$ cat src/rtl/tga_rle_pkg.sv
// Shared constants, command opcodes and the command record of the TGA RLE encoder.
// No dependencies; all files but tga_rle_ram and the defines header import this package.
package tga_rle_pkg;

  localparam int PIXEL_W    = 32;
  localparam int HDR_W      = 8;
  localparam int MAX_PACKET = 60;
  localparam int RAW_LIMIT  = 58;
  localparam int RAW_CAP    = (MAX_PACKET < RAW_LIMIT) ? MAX_PACKET : RAW_LIMIT;
  localparam int RUN_CAP    = (MAX_PACKET > 127) ? 127 : MAX_PACKET;
  localparam int RUN_MIN    = 4;
  localparam int CNT_W      = 7;
  localparam int TAIL_W     = $clog2(RUN_MIN);
  localparam int RAW_CNT_W  = $clog2(RAW_CAP + 1);
  localparam int RAW_AW     = $clog2(RAW_CAP);
  localparam int CMD_DEPTH  = 4;
  localparam int CMD_AW     = $clog2(CMD_DEPTH);
  localparam int CMD_CNT_W  = $clog2(CMD_DEPTH + 1);

  localparam logic [HDR_W-1:0] RUN_FLAG = 8'h80;

  typedef enum logic [1:0] {
    OP_PASS,
    OP_RUN,
    OP_RAW
  } cmd_op_t;

  // One unit of work for the emitter. For OP_RAW, cnt copies of value are
  // appended to the raw store, then the open raw packet is flushed if flush.
  typedef struct packed {
    cmd_op_t            op;
    logic [PIXEL_W-1:0] value;
    logic [CNT_W-1:0]   cnt;
    logic               flush;
    logic               last;
    logic               img_end;
  } cmd_t;

endpackage

$ cat src/rtl/tga_rle_if.sv
// Valid/ready channel interfaces for the pixel input and the packet word output.
// Depends on tga_rle_pkg for the field widths.
interface tga_rle_pix_if;
  import tga_rle_pkg::*;

  logic               valid;
  logic               ready;
  logic [PIXEL_W-1:0] pixel_value;
  logic               image_end;

  modport source (output valid, pixel_value, image_end, input ready);
  modport sink (input valid, pixel_value, image_end, output ready);
endinterface

interface tga_rle_word_if;
  import tga_rle_pkg::*;

  logic               valid;
  logic               ready;
  logic [PIXEL_W-1:0] out_word;
  logic               is_header;
  logic               burst_last;
  logic               stream_end;

  modport source (output valid, out_word, is_header, burst_last, stream_end, input ready);
  modport sink (input valid, out_word, is_header, burst_last, stream_end, output ready);
endinterface

$ cat src/rtl/tga_rle_ram.sv
// Generic single-port-write, single-port-read RAM with registered read data.
// No dependencies.
module tga_rle_ram #(
  parameter int WIDTH = 32,
  parameter int DEPTH = 64
) (
  input  logic                     clk,
  input  logic                     wr_en,
  input  logic [$clog2(DEPTH)-1:0] wr_addr,
  input  logic [WIDTH-1:0]         wr_data,
  input  logic [$clog2(DEPTH)-1:0] rd_addr,
  output logic [WIDTH-1:0]         rd_data
);

  logic [WIDTH-1:0] mem [DEPTH];

  always_ff @(posedge clk) begin
    if (wr_en) begin
      mem[wr_addr] <= wr_data;
    end
    rd_data <= mem[rd_addr];
  end

endmodule

$ cat src/rtl/tga_rle_cmd_fifo.sv
// Short command queue between the classifier and the packet emitter.
// Depends on tga_rle_pkg for the command record and the queue depth.
module tga_rle_cmd_fifo (
  input  logic              clk,
  input  logic              rst_n,
  input  logic              push,
  input  tga_rle_pkg::cmd_t push_cmd,
  output logic              full,
  input  logic              pop,
  output tga_rle_pkg::cmd_t pop_cmd,
  output logic              empty
);
  import tga_rle_pkg::*;

  cmd_t                 entry_r [CMD_DEPTH];
  logic [CMD_AW-1:0]    wr_ptr_r;
  logic [CMD_AW-1:0]    rd_ptr_r;
  logic [CMD_CNT_W-1:0] count_r;

  assign full    = (count_r == CMD_CNT_W'(CMD_DEPTH));
  assign empty   = (count_r == '0);
  assign pop_cmd = entry_r[rd_ptr_r];

  always_ff @(posedge clk) begin
    if (!rst_n) begin
      wr_ptr_r <= '0;
      rd_ptr_r <= '0;
      count_r  <= '0;
    end else begin
      if (push) begin
        wr_ptr_r <= wr_ptr_r + CMD_AW'(1);
      end
      if (pop) begin
        rd_ptr_r <= rd_ptr_r + CMD_AW'(1);
      end
      if (push && !pop) begin
        count_r <= count_r + CMD_CNT_W'(1);
      end else if (pop && !push) begin
        count_r <= count_r - CMD_CNT_W'(1);
      end
    end
  end

  always_ff @(posedge clk) begin
    if (push) begin
      entry_r[wr_ptr_r] <= push_cmd;
    end
  end

endmodule

$ cat src/rtl/tga_rle_front.sv
// Input side of the encoder: accepts pixels, tracks the trailing group of equal
// pixels and turns each pixel into zero to two emitter commands. Uses tga_rle_pkg.
module tga_rle_front (
  input  logic              clk,
  input  logic              rst_n,
  tga_rle_pix_if.sink       in_chan,
  input  logic              cfg_we,
  input  logic              cfg_wdata,
  output logic              push,
  output tga_rle_pkg::cmd_t push_cmd,
  input  logic              q_full
);
  import tga_rle_pkg::*;

  logic               comp_en_r;
  logic [PIXEL_W-1:0] run_value_r, run_value_nxt;
  logic [CNT_W-1:0]   run_count_r, run_count_nxt;
  logic               in_run_r, in_run_nxt;
  logic               pend_valid_r;
  cmd_t               pend_cmd_r;

  logic               accept;
  logic [PIXEL_W-1:0] px;
  logic               end_i;
  logic [CNT_W-1:0]   rc_inc;
  cmd_t               c1, c2;
  logic               v1, v2;

  function automatic cmd_t make_cmd(input cmd_op_t op, input logic [PIXEL_W-1:0] value,
                                    input logic [CNT_W-1:0] cnt, input logic flush,
                                    input logic last, input logic img_end);
    cmd_t c;
    c.op      = op;
    c.value   = value;
    c.cnt     = cnt;
    c.flush   = flush;
    c.last    = last;
    c.img_end = img_end;
    return c;
  endfunction

  assign in_chan.ready = !pend_valid_r && !q_full;
  assign accept        = in_chan.valid && in_chan.ready;
  assign px            = in_chan.pixel_value;
  assign end_i         = in_chan.image_end;
  assign rc_inc        = run_count_r + CNT_W'(1);

  always_comb begin
    c1            = make_cmd(OP_PASS, px, '0, 1'b0, 1'b1, end_i);
    c2            = make_cmd(OP_PASS, px, '0, 1'b0, 1'b1, end_i);
    v1            = 1'b0;
    v2            = 1'b0;
    run_value_nxt = run_value_r;
    run_count_nxt = run_count_r;
    in_run_nxt    = in_run_r;
    if (!comp_en_r) begin
      v1 = 1'b1;
    end else begin
      if (in_run_r) begin
        if (px == run_value_r && run_count_r < CNT_W'(RUN_CAP)) begin
          run_count_nxt = rc_inc;
          if (end_i) begin
            c1 = make_cmd(OP_RUN, run_value_r, rc_inc, 1'b0, 1'b1, 1'b1);
            v1 = 1'b1;
          end
        end else begin
          // The run breaks or is full: close it and start a new group.
          c1 = make_cmd(OP_RUN, run_value_r, run_count_r, 1'b0, !end_i, 1'b0);
          v1 = 1'b1;
          run_value_nxt = px;
          run_count_nxt = CNT_W'(1);
          in_run_nxt    = 1'b0;
          if (end_i) begin
            c2 = make_cmd(OP_RAW, px, CNT_W'(1), 1'b1, 1'b1, 1'b1);
            v2 = 1'b1;
          end
        end
      end else if (run_count_r != '0 && px == run_value_r) begin
        run_count_nxt = rc_inc;
        if (rc_inc >= CNT_W'(RUN_MIN)) begin
          // The group becomes a run: the raw packet before it closes now.
          c1 = make_cmd(OP_RAW, px, '0, 1'b1, !end_i, 1'b0);
          v1 = 1'b1;
          in_run_nxt = 1'b1;
          if (end_i) begin
            c2 = make_cmd(OP_RUN, px, rc_inc, 1'b0, 1'b1, 1'b1);
            v2 = 1'b1;
          end
        end else if (end_i) begin
          c1 = make_cmd(OP_RAW, px, rc_inc, 1'b1, 1'b1, 1'b1);
          v1 = 1'b1;
        end
      end else begin
        if (run_count_r != '0) begin
          c1 = make_cmd(OP_RAW, run_value_r, run_count_r, 1'b0, !end_i, 1'b0);
          v1 = 1'b1;
        end
        run_value_nxt = px;
        run_count_nxt = CNT_W'(1);
        if (end_i) begin
          if (run_count_r != '0) begin
            c2 = make_cmd(OP_RAW, px, CNT_W'(1), 1'b1, 1'b1, 1'b1);
            v2 = 1'b1;
          end else begin
            c1 = make_cmd(OP_RAW, px, CNT_W'(1), 1'b1, 1'b1, 1'b1);
            v1 = 1'b1;
          end
        end
      end
      if (end_i) begin
        run_value_nxt = '0;
        run_count_nxt = '0;
        in_run_nxt    = 1'b0;
      end
    end
  end

  assign push     = pend_valid_r ? !q_full : (accept && v1);
  assign push_cmd = pend_valid_r ? pend_cmd_r : c1;

  always_ff @(posedge clk) begin
    if (!rst_n) begin
      comp_en_r    <= 1'b1;
      run_value_r  <= '0;
      run_count_r  <= '0;
      in_run_r     <= 1'b0;
      pend_valid_r <= 1'b0;
    end else if (cfg_we) begin
      comp_en_r    <= cfg_wdata;
      run_value_r  <= '0;
      run_count_r  <= '0;
      in_run_r     <= 1'b0;
      pend_valid_r <= 1'b0;
    end else begin
      if (pend_valid_r && !q_full) begin
        pend_valid_r <= 1'b0;
      end
      if (accept) begin
        run_value_r  <= run_value_nxt;
        run_count_r  <= run_count_nxt;
        in_run_r     <= in_run_nxt;
        pend_valid_r <= v2;
      end
    end
  end

  always_ff @(posedge clk) begin
    if (accept && v2) begin
      pend_cmd_r <= c2;
    end
  end

endmodule

$ cat src/rtl/tga_rle_back.sv
// Output side of the encoder: executes queued commands, owns the raw pixel store
// and the output register. Uses tga_rle_pkg, tga_rle_ram and tga_rle_word_if.
module tga_rle_back (
  input  logic              clk,
  input  logic              rst_n,
  input  logic              clear,
  input  logic              q_empty,
  input  tga_rle_pkg::cmd_t q_cmd,
  output logic              pop,
  tga_rle_word_if.source    out_chan
);
  import tga_rle_pkg::*;

  typedef enum logic [2:0] {
    S_IDLE,
    S_PASS,
    S_RUN_HDR,
    S_RUN_PIX,
    S_PUSH,
    S_FL_HDR,
    S_FL_PIX
  } state_t;

  state_t               state_r, state_nxt;
  cmd_t                 cmd_r, cmd_nxt;
  logic [TAIL_W-1:0]    rem_r, rem_nxt;
  logic [RAW_CNT_W-1:0] raw_count_r, raw_count_nxt;
  logic [RAW_AW-1:0]    rd_idx_r, rd_idx_nxt;
  logic                 out_valid_r, out_valid_nxt;
  logic [PIXEL_W-1:0]   out_word_r, out_word_nxt;
  logic                 out_hdr_r, out_hdr_nxt;
  logic                 out_last_r, out_last_nxt;
  logic                 out_end_r, out_end_nxt;

  logic                 free;
  logic                 emit;
  logic [PIXEL_W-1:0]   em_word;
  logic                 em_hdr;
  logic                 em_final;
  logic                 wr_en;
  logic                 last_pix;
  logic [RAW_CNT_W-1:0] raw_inc;
  logic [RAW_CNT_W-1:0] raw_dec;
  logic [HDR_W-1:0]     run_hdr;
  logic [PIXEL_W-1:0]   rd_data;

  assign free     = !out_valid_r || out_chan.ready;
  assign raw_inc  = raw_count_r + RAW_CNT_W'(1);
  assign raw_dec  = raw_count_r - RAW_CNT_W'(1);
  assign run_hdr  = RUN_FLAG | HDR_W'(cmd_r.cnt - CNT_W'(1));
  assign last_pix = (rd_idx_r == raw_dec[RAW_AW-1:0]);

  always_comb begin
    state_nxt     = state_r;
    cmd_nxt       = cmd_r;
    rem_nxt       = rem_r;
    raw_count_nxt = raw_count_r;
    rd_idx_nxt    = rd_idx_r;
    pop           = 1'b0;
    wr_en         = 1'b0;
    emit          = 1'b0;
    em_word       = cmd_r.value;
    em_hdr        = 1'b0;
    em_final      = 1'b0;
    unique case (state_r)
      S_IDLE: begin
        if (!q_empty) begin
          pop     = 1'b1;
          cmd_nxt = q_cmd;
          rem_nxt = q_cmd.cnt[TAIL_W-1:0];
          unique case (q_cmd.op)
            OP_PASS: state_nxt = S_PASS;
            OP_RUN:  state_nxt = S_RUN_HDR;
            OP_RAW: begin
              if (q_cmd.cnt[TAIL_W-1:0] != '0) begin
                state_nxt = S_PUSH;
              end else if (q_cmd.flush && raw_count_r != '0) begin
                state_nxt = S_FL_HDR;
              end else begin
                state_nxt = S_IDLE;
              end
            end
            default: state_nxt = S_IDLE;
          endcase
        end
      end
      S_PASS: begin
        if (free) begin
          emit      = 1'b1;
          em_final  = cmd_r.last;
          state_nxt = S_IDLE;
        end
      end
      S_RUN_HDR: begin
        if (free) begin
          emit      = 1'b1;
          em_word   = PIXEL_W'(run_hdr);
          em_hdr    = 1'b1;
          state_nxt = S_RUN_PIX;
        end
      end
      S_RUN_PIX: begin
        if (free) begin
          emit      = 1'b1;
          em_final  = cmd_r.last;
          state_nxt = S_IDLE;
        end
      end
      S_PUSH: begin
        // One copy per cycle; a full store flushes before the next copy.
        wr_en         = 1'b1;
        raw_count_nxt = raw_inc;
        rem_nxt       = rem_r - TAIL_W'(1);
        if (raw_inc == RAW_CNT_W'(RAW_CAP)) begin
          state_nxt = S_FL_HDR;
        end else if (rem_r == TAIL_W'(1)) begin
          state_nxt = cmd_r.flush ? S_FL_HDR : S_IDLE;
        end
      end
      S_FL_HDR: begin
        if (free) begin
          emit      = 1'b1;
          em_word   = PIXEL_W'(raw_dec);
          em_hdr    = 1'b1;
          state_nxt = S_FL_PIX;
        end
      end
      S_FL_PIX: begin
        if (free) begin
          emit     = 1'b1;
          em_word  = rd_data;
          // The request's last word unless copies remain that end in another flush.
          em_final = last_pix && cmd_r.last && ((rem_r == '0) || !cmd_r.flush);
          if (last_pix) begin
            raw_count_nxt = '0;
            rd_idx_nxt    = '0;
            state_nxt     = (rem_r != '0) ? S_PUSH : S_IDLE;
          end else begin
            rd_idx_nxt = rd_idx_r + RAW_AW'(1);
          end
        end
      end
      default: state_nxt = S_IDLE;
    endcase
    if (clear) begin
      raw_count_nxt = '0;
    end
  end

  always_comb begin
    out_valid_nxt = out_valid_r && !out_chan.ready;
    out_word_nxt  = out_word_r;
    out_hdr_nxt   = out_hdr_r;
    out_last_nxt  = out_last_r;
    out_end_nxt   = out_end_r;
    if (emit) begin
      out_valid_nxt = 1'b1;
      out_word_nxt  = em_word;
      out_hdr_nxt   = em_hdr;
      out_last_nxt  = em_final;
      out_end_nxt   = em_final && cmd_r.img_end;
    end
  end

  always_ff @(posedge clk) begin
    if (!rst_n) begin
      state_r     <= S_IDLE;
      rem_r       <= '0;
      raw_count_r <= '0;
      rd_idx_r    <= '0;
      out_valid_r <= 1'b0;
    end else begin
      state_r     <= state_nxt;
      rem_r       <= rem_nxt;
      raw_count_r <= raw_count_nxt;
      rd_idx_r    <= rd_idx_nxt;
      out_valid_r <= out_valid_nxt;
    end
    cmd_r      <= cmd_nxt;
    out_word_r <= out_word_nxt;
    out_hdr_r  <= out_hdr_nxt;
    out_last_r <= out_last_nxt;
    out_end_r  <= out_end_nxt;
  end

  tga_rle_ram #(
    .WIDTH (PIXEL_W),
    .DEPTH (RAW_CAP)
  ) u_raw_store (
    .clk     (clk),
    .wr_en   (wr_en),
    .wr_addr (raw_count_r[RAW_AW-1:0]),
    .wr_data (cmd_r.value),
    .rd_addr (rd_idx_nxt),
    .rd_data (rd_data)
  );

  assign out_chan.valid      = out_valid_r;
  assign out_chan.out_word   = out_word_r;
  assign out_chan.is_header  = out_hdr_r;
  assign out_chan.burst_last = out_last_r;
  assign out_chan.stream_end = out_end_r;

endmodule

$ cat src/rtl/tga_rle_pixel_encoder_unit.sv
// Top level of the Targa run-length pixel encoder for 32-bit pixels.
// Depends on tga_rle_pkg, the channel interfaces, tga_rle_front,
// tga_rle_cmd_fifo and tga_rle_back.
//
//   Channel  Direction  Handshake      Request carries
//   in_chan  input      valid/ready    pixel_value, image_end
//   out_chan output     valid/ready    out_word, is_header, burst_last, stream_end
//   cfg_*    input      write enable   compress_enable (cfg_wdata)
//
// Flow: the front takes a pixel per cycle while the queue has room and no second command
// from the previous pixel waits. The emitter pops a command while idle, then sends each
// pass-through pixel on as a word and a run packet as its header then its pixel, copies
// pixels into the raw store, and flushes a raw packet through the registered read port.
// Reset: synchronous, active low; only store entries below the fill count are read,
// so no clearing pass is needed. Either side stalls on its own across the queue.
module tga_rle_pixel_encoder_unit (
  input  logic           clk,
  input  logic           rst_n,
  tga_rle_pix_if.sink    in_chan,
  tga_rle_word_if.source out_chan,
  input  logic           cfg_we,
  input  logic           cfg_wdata
);
  import tga_rle_pkg::*;

  // Commands travel from the classifier to the emitter through a short queue,
  // so a stalled output does not immediately stop pixel intake.
  logic push;
  cmd_t push_cmd;
  logic q_full;
  logic pop;
  cmd_t pop_cmd;
  logic q_empty;

  // The classifier holds the run tracking and the compression enable register.
  // A configuration write also clears any partial packet state.
  tga_rle_front u_front (
    .clk       (clk),
    .rst_n     (rst_n),
    .in_chan   (in_chan),
    .cfg_we    (cfg_we),
    .cfg_wdata (cfg_wdata),
    .push      (push),
    .push_cmd  (push_cmd),
    .q_full    (q_full)
  );

  tga_rle_cmd_fifo u_cmd_fifo (
    .clk      (clk),
    .rst_n    (rst_n),
    .push     (push),
    .push_cmd (push_cmd),
    .full     (q_full),
    .pop      (pop),
    .pop_cmd  (pop_cmd),
    .empty    (q_empty)
  );

  // The emitter owns the raw pixel store and its fill count, which a
  // configuration write resets as well.
  tga_rle_back u_back (
    .clk      (clk),
    .rst_n    (rst_n),
    .clear    (cfg_we),
    .q_empty  (q_empty),
    .q_cmd    (pop_cmd),
    .pop      (pop),
    .out_chan (out_chan)
  );

endmodule

$ cat src/flat_wrapper.sv
// flat-port wrapper written by rule: the top's interface ports become plain ports
module tga_rle_pixel_encoder_unit_flat import tga_rle_pkg::*;
  (clk, rst_n, cfg_we, cfg_wdata, in_chan_valid, in_chan_pixel_value, in_chan_image_end, in_chan_ready, out_chan_valid, out_chan_out_word, out_chan_is_header, out_chan_burst_last, out_chan_stream_end, out_chan_ready);
  tga_rle_pix_if in_chan_i ();
  tga_rle_word_if out_chan_i ();
  input  logic clk;
  input  logic rst_n;
  input  logic cfg_we;
  input  logic cfg_wdata;
  input wire logic [$bits(in_chan_i.valid)-1:0] in_chan_valid;
  input wire logic [$bits(in_chan_i.pixel_value)-1:0] in_chan_pixel_value;
  input wire logic [$bits(in_chan_i.image_end)-1:0] in_chan_image_end;
  output wire logic [$bits(in_chan_i.ready)-1:0] in_chan_ready;
  output wire logic [$bits(out_chan_i.valid)-1:0] out_chan_valid;
  output wire logic [$bits(out_chan_i.out_word)-1:0] out_chan_out_word;
  output wire logic [$bits(out_chan_i.is_header)-1:0] out_chan_is_header;
  output wire logic [$bits(out_chan_i.burst_last)-1:0] out_chan_burst_last;
  output wire logic [$bits(out_chan_i.stream_end)-1:0] out_chan_stream_end;
  input wire logic [$bits(out_chan_i.ready)-1:0] out_chan_ready;
  assign in_chan_i.valid = in_chan_valid;
  assign in_chan_i.pixel_value = in_chan_pixel_value;
  assign in_chan_i.image_end = in_chan_image_end;
  assign in_chan_ready = in_chan_i.ready;
  assign out_chan_valid = out_chan_i.valid;
  assign out_chan_out_word = out_chan_i.out_word;
  assign out_chan_is_header = out_chan_i.is_header;
  assign out_chan_burst_last = out_chan_i.burst_last;
  assign out_chan_stream_end = out_chan_i.stream_end;
  assign out_chan_i.ready = out_chan_ready;
  tga_rle_pixel_encoder_unit u_core (.clk(clk), .rst_n(rst_n), .in_chan(in_chan_i), .out_chan(out_chan_i), .cfg_we(cfg_we), .cfg_wdata(cfg_wdata));
endmodule
$ cat config.mk
export PLATFORM = sky130hd
export DESIGN_NAME = tga_rle_pixel_encoder_unit_flat
export DESIGN_NICKNAME = d
export VERILOG_FILES = /design/src/rtl/tga_rle_pkg.sv /design/src/rtl/tga_rle_if.sv /design/src/rtl/tga_rle_ram.sv /design/src/rtl/tga_rle_cmd_fifo.sv /design/src/rtl/tga_rle_front.sv /design/src/rtl/tga_rle_back.sv /design/src/rtl/tga_rle_pixel_encoder_unit.sv /design/src/flat_wrapper.sv
export SDC_FILE = /design/constraint.sdc
export NUM_CORES = 2
export LEC_CHECK = 0
export BUFFER_PORTS_ARGS = -buffer_cell sky130_fd_sc_hd__buf_2
export CORE_ASPECT_RATIO = 0.6
export CORE_MARGIN = 1.5
export CORE_UTILIZATION = 37
export CTS_CLUSTER_DIAMETER = 120
export DETAILED_ROUTE_END_ITERATION = 10
export GPL_ROUTABILITY_DRIVEN = 0
export SLEW_MARGIN = 20
export SYNTH_ARGS = -nofsm -noshare
export SYNTH_HDL_FRONTEND = slang
export SYNTH_SLANG_ARGS = --single-unit
$ cat constraint.sdc
create_clock -name clk -period 6.65 [get_ports clk]
set_clock_uncertainty 0.2 [all_clocks]
set_input_delay 0.9975 -clock clk [delete_from_list [all_inputs] [get_ports clk]]
set_output_delay 0.9975 -clock clk [all_outputs]
set_load 0.05 [all_outputs]
==> summary.md <==
| Metric | Value |
|---|---|
| Setup TNS | `0 ns` |
| Comb power frac | `16.0%` |
| Vias in the first global route | `54990` |
| Crit. End Element | `flip-flop` |
| I/O Buffers | `75` |
| Seq/Total Area, Yosys | `73.41%` |
| Most frequent cells in the layout | `edfxtp_1, nand2_1, nand3_1` |
| Initial antenna violation count | `22` |
| Die area | `248300 um2` |
| Worst Path Required | `7.20 ns` |
| Hold endpoint | `u_core.u_front.pend_cmd_r[40]` |
| TritonCTS Buffers | `196` |
| Top-Level Pins | `76` |
| Fmax | `156.2 MHz` |
| Number of instances resized during post-cts repair | `0` |
| Status | `finished clean` |
| Startpoint types | `flip-flop` |
| Die Wd | `642.3 um` |
| Global Route Usage Sum | `21.89%` |
| WS Path Type | `reg2reg` |
| Hold Startpoint | `in_chan_pixel_value[30]` |
| Worst-path fanout max | `21` |
| CP arrival | `6.95 ns` |
| Critical Path Start | `u_core.u_back.raw_count_r[0]` |
| Total grt overflow | `0` |
| Clock-pin slew on the worst setup and hold paths | `0.07 ns` |
| Layout cells sized above 1 | `12.05%` |
| Ys flop type | `edfxtp_1` |
| Synthesized area | `90740 um2` |
| Pre-antenna DRT Iters | `6` |
| Postcts setup bufs | `0` |
| Transition time of the tightest slew-check pin | `1.196 ns` |
| Relative slew slack | `19.97%` |
| Die height | `386.6 um` |
| Reg2reg start | `u_core.u_back.raw_count_r[0]` |
| Max-Cap Viols | `0` |
| Synthesis-stage register bit count | `2252` |
| Peak VDD IR | `0.2799 mV` |
| Final wirelength | `281200 um` |
| Pleak | `0.03421 uW` |
| H-Tree Level Count | `4` |
| Max Transition Viols Final | `0` |
| Hold depth | `1` |
| Sequential Area | `66620 um2` |
| Asr flop ratio synth | `0%` |
| Pwr Total | `35480 uW` |
| Psw | `10200 uW` |
| # rows | `140` |
| Flop2flop setup slack | `0.25 ns` |
| Final hold vios | `0` |
| Crit share post-route | `96.24%` |
| RSZ-0062 raised after global routing | `no` |
| Mean Syn Cell Area | `13.68 um2` |
| ANT nets after route | `0` |
| Sw Ratio | `28.76%` |
| DR vias/cell | `5.794` |
| Clock Tree Root | `clkbuf_16` |
| Seq pwr share | `51.5%` |
| Layout Area Growth over Synthesis | `13.07%` |
| DP HPWL | `162800 um` |
| Initial core utilization | `37.29%` |
| NumNets Final | `6771` |
| Starting DRT DRC Count | `9597` |
| PD cells | `345.8 nW/um2` |
| Core box area | `243300 um2` |
| Syn Nets | `6688` |
| Drt wl/cell | `27.71 um` |
| Clock network power share | `32.4%` |
| DRC Markers | `0` |
| Hold Buf Count CTS | `0` |
| Yosys cell types | `75` |
| DR vias | `58790` |
| Capture point of the worst reg-to-reg path | `u_core.u_back.u_raw_store.rd_data[26]` |
| Setup-failing EPs final | `0` |
| R2r worst-path depth | `14` |
| Cells after Synth | `6633` |
| Worst hold path class | `in2reg` |
| Pin count of the biggest net entering global routing | `115` |
| Filler cells | `21870` |
| Yosys warns | `0` |
| Clock buffer depth | `4` |
| Int Pwr | `25280 uW` |
| First-pass GRT wire length | `398500 um` |
| Clk_lat worst skew | `0.84 ns` |
| Minimum clock period | `6.400 ns` |
| Sink Count | `2252` |
| Most common cell after layout, fill and taps aside | `edfxtp_1` |
| CTS tree | `done` |
| Number of enable flip-flop cells after synthesis | `2151` |
| Combined area of the multi-input logic cells | `22840 um2` |
==> state kept, by name (all words and copies together), names as in the netlist, 3 cells and up, named ones only <==
| register | flops |
|---|---|
| u_core.u_back.cmd_r | 42 |
| u_core.u_back.out_chan.out_word | 32 |
| u_core.u_back.raw_count_r | 6 |
| u_core.u_back.rd_idx_r | 6 |
| u_core.u_back.state_r | 3 |
| u_core.u_back.u_raw_store.mem | 1856 |
| u_core.u_back.u_raw_store.rd_data | 32 |
| u_core.u_cmd_fifo.count_r | 3 |
| u_core.u_cmd_fifo.entry_r | 176 |
| u_core.u_front.pend_cmd_r | 42 |
| u_core.u_front.run_count_r | 7 |
| u_core.u_front.run_value_r | 32 |
==> through the flow <==
step	utilization (%)	instances	setup WS [ns]	area (um2)	hold slack, ns
final	42.17	10150	0.2498	102600	0.1735
after global routing	42.16	10140	0.01583	102600	0.1414
after CTS	42.14	10140	0.4782	102500	0.1304
after detailed placement	39.56	9782	0.4806	96250	0.3080
after floorplan	-	6633	2.319	90740	0.2863
after global placement	39.55	9781	0.4936	96230	0.3065
==> synthesized netlist by cell type (67+ instances only) <==
cell      instances  area, um2
edfxtp_1       2151      64590
nand2_1        1631       6122
nand3_1         514       2572
clkbuf_1        240      900.9
mux2i_1         224       2242
nor2_1          185      694.4
buf_2           148      740.7
a21oi_1         144      720.7
a31oi_1         136      850.8
a32oi_1         127       1112
o21ai_0         112      560.5
and3_1          105      656.9
dfxtp_1         101       2022
a211oi_1         67      503.0
==> routing by layer <==
metal  track usage, %  part of all wire (%)  vias up
met5                0                0.0096        -
met4            4.116                   1.8        4
met3            7.206                    14      357
met2            30.19                    41     3463
met1            33.42                    43    29890
li1                 -                     -    25080
==> layout make-up <==
| cell class | instances | area share [%] |
|---|---|---|
| well taps | 3266 | 3.983 |
| diodes | 7 | 0.01707 |
| repair buffers | 336 | 2.619 |
| flip-flops and latches | 2252 | 64.93 |
| clock buffers | 276 | 5.333 |
| multi-input cells | 3908 | 22.26 |
| inverters | 22 | 0.08048 |
| clock inverters | 80 | 0.7792 |
==> power by group through the flow <==
| stage | Combinational, uW | Sequential (uW) | Clock (uW) |
|---|---|---|---|
| final | 5690 | 18300 | 11500 |
| after floorplan | 1630 | 19600 | 0 |
| after global routing | 5920 | 18300 | 12100 |
| after detailed placement | 5530 | 18600 | 0 |
| after CTS | 5540 | 18300 | 11600 |
| after global placement | 5420 | 18600 | 0 |
==> worst max-delay path by stage <==
stage | end | slack [ns] | cells past startpoint
floorplan | u_core.u_front.pend_cmd_r[0] | 2.32 | 8
finish | u_core.u_back.u_raw_store.rd_data[26] | 0.25 | 14
CTS | u_core.u_back.u_raw_store.rd_data[26] | 0.48 | 14
detailed placement | u_core.u_back.u_raw_store.rd_data[26] | 0.48 | 14
global placement | u_core.u_back.u_raw_store.rd_data[26] | 0.49 | 14
global route | u_core.u_back.u_raw_store.rd_data[26] | 0.02 | 14
==> worst max-delay path: stages (launching register included) <==
cell and delay (ns):
dfxtp_1 0.53, inv_1 0.22, ha_1 0.31, xor3_1 0.37, nor3_1 0.29, nand3_1 0.23
o21ai_4 0.96, buf_4 0.43, buf_4 0.32, mux2i_1 0.23, a32oi_1 0.07, and3_1 0.18
a31oi_1 0.46, nand4_1 0.92, a31o_2 0.54
==> cell families after synthesis <==
| family | count (synthesis) | share of synthesized area (%) |
|---|---|---|
| buf+inv | 473 | 2.243 |
| flops | 2252 | 73.41 |
| simple gates | 2620 | 12.40 |
| fa+ha+maj | 16 | 0.2289 |
| mux | 299 | 3.948 |
| compound gates | 910 | 7.129 |
| xor+xnor | 63 | 0.6398 |
(Power assumes the default switching activity.)
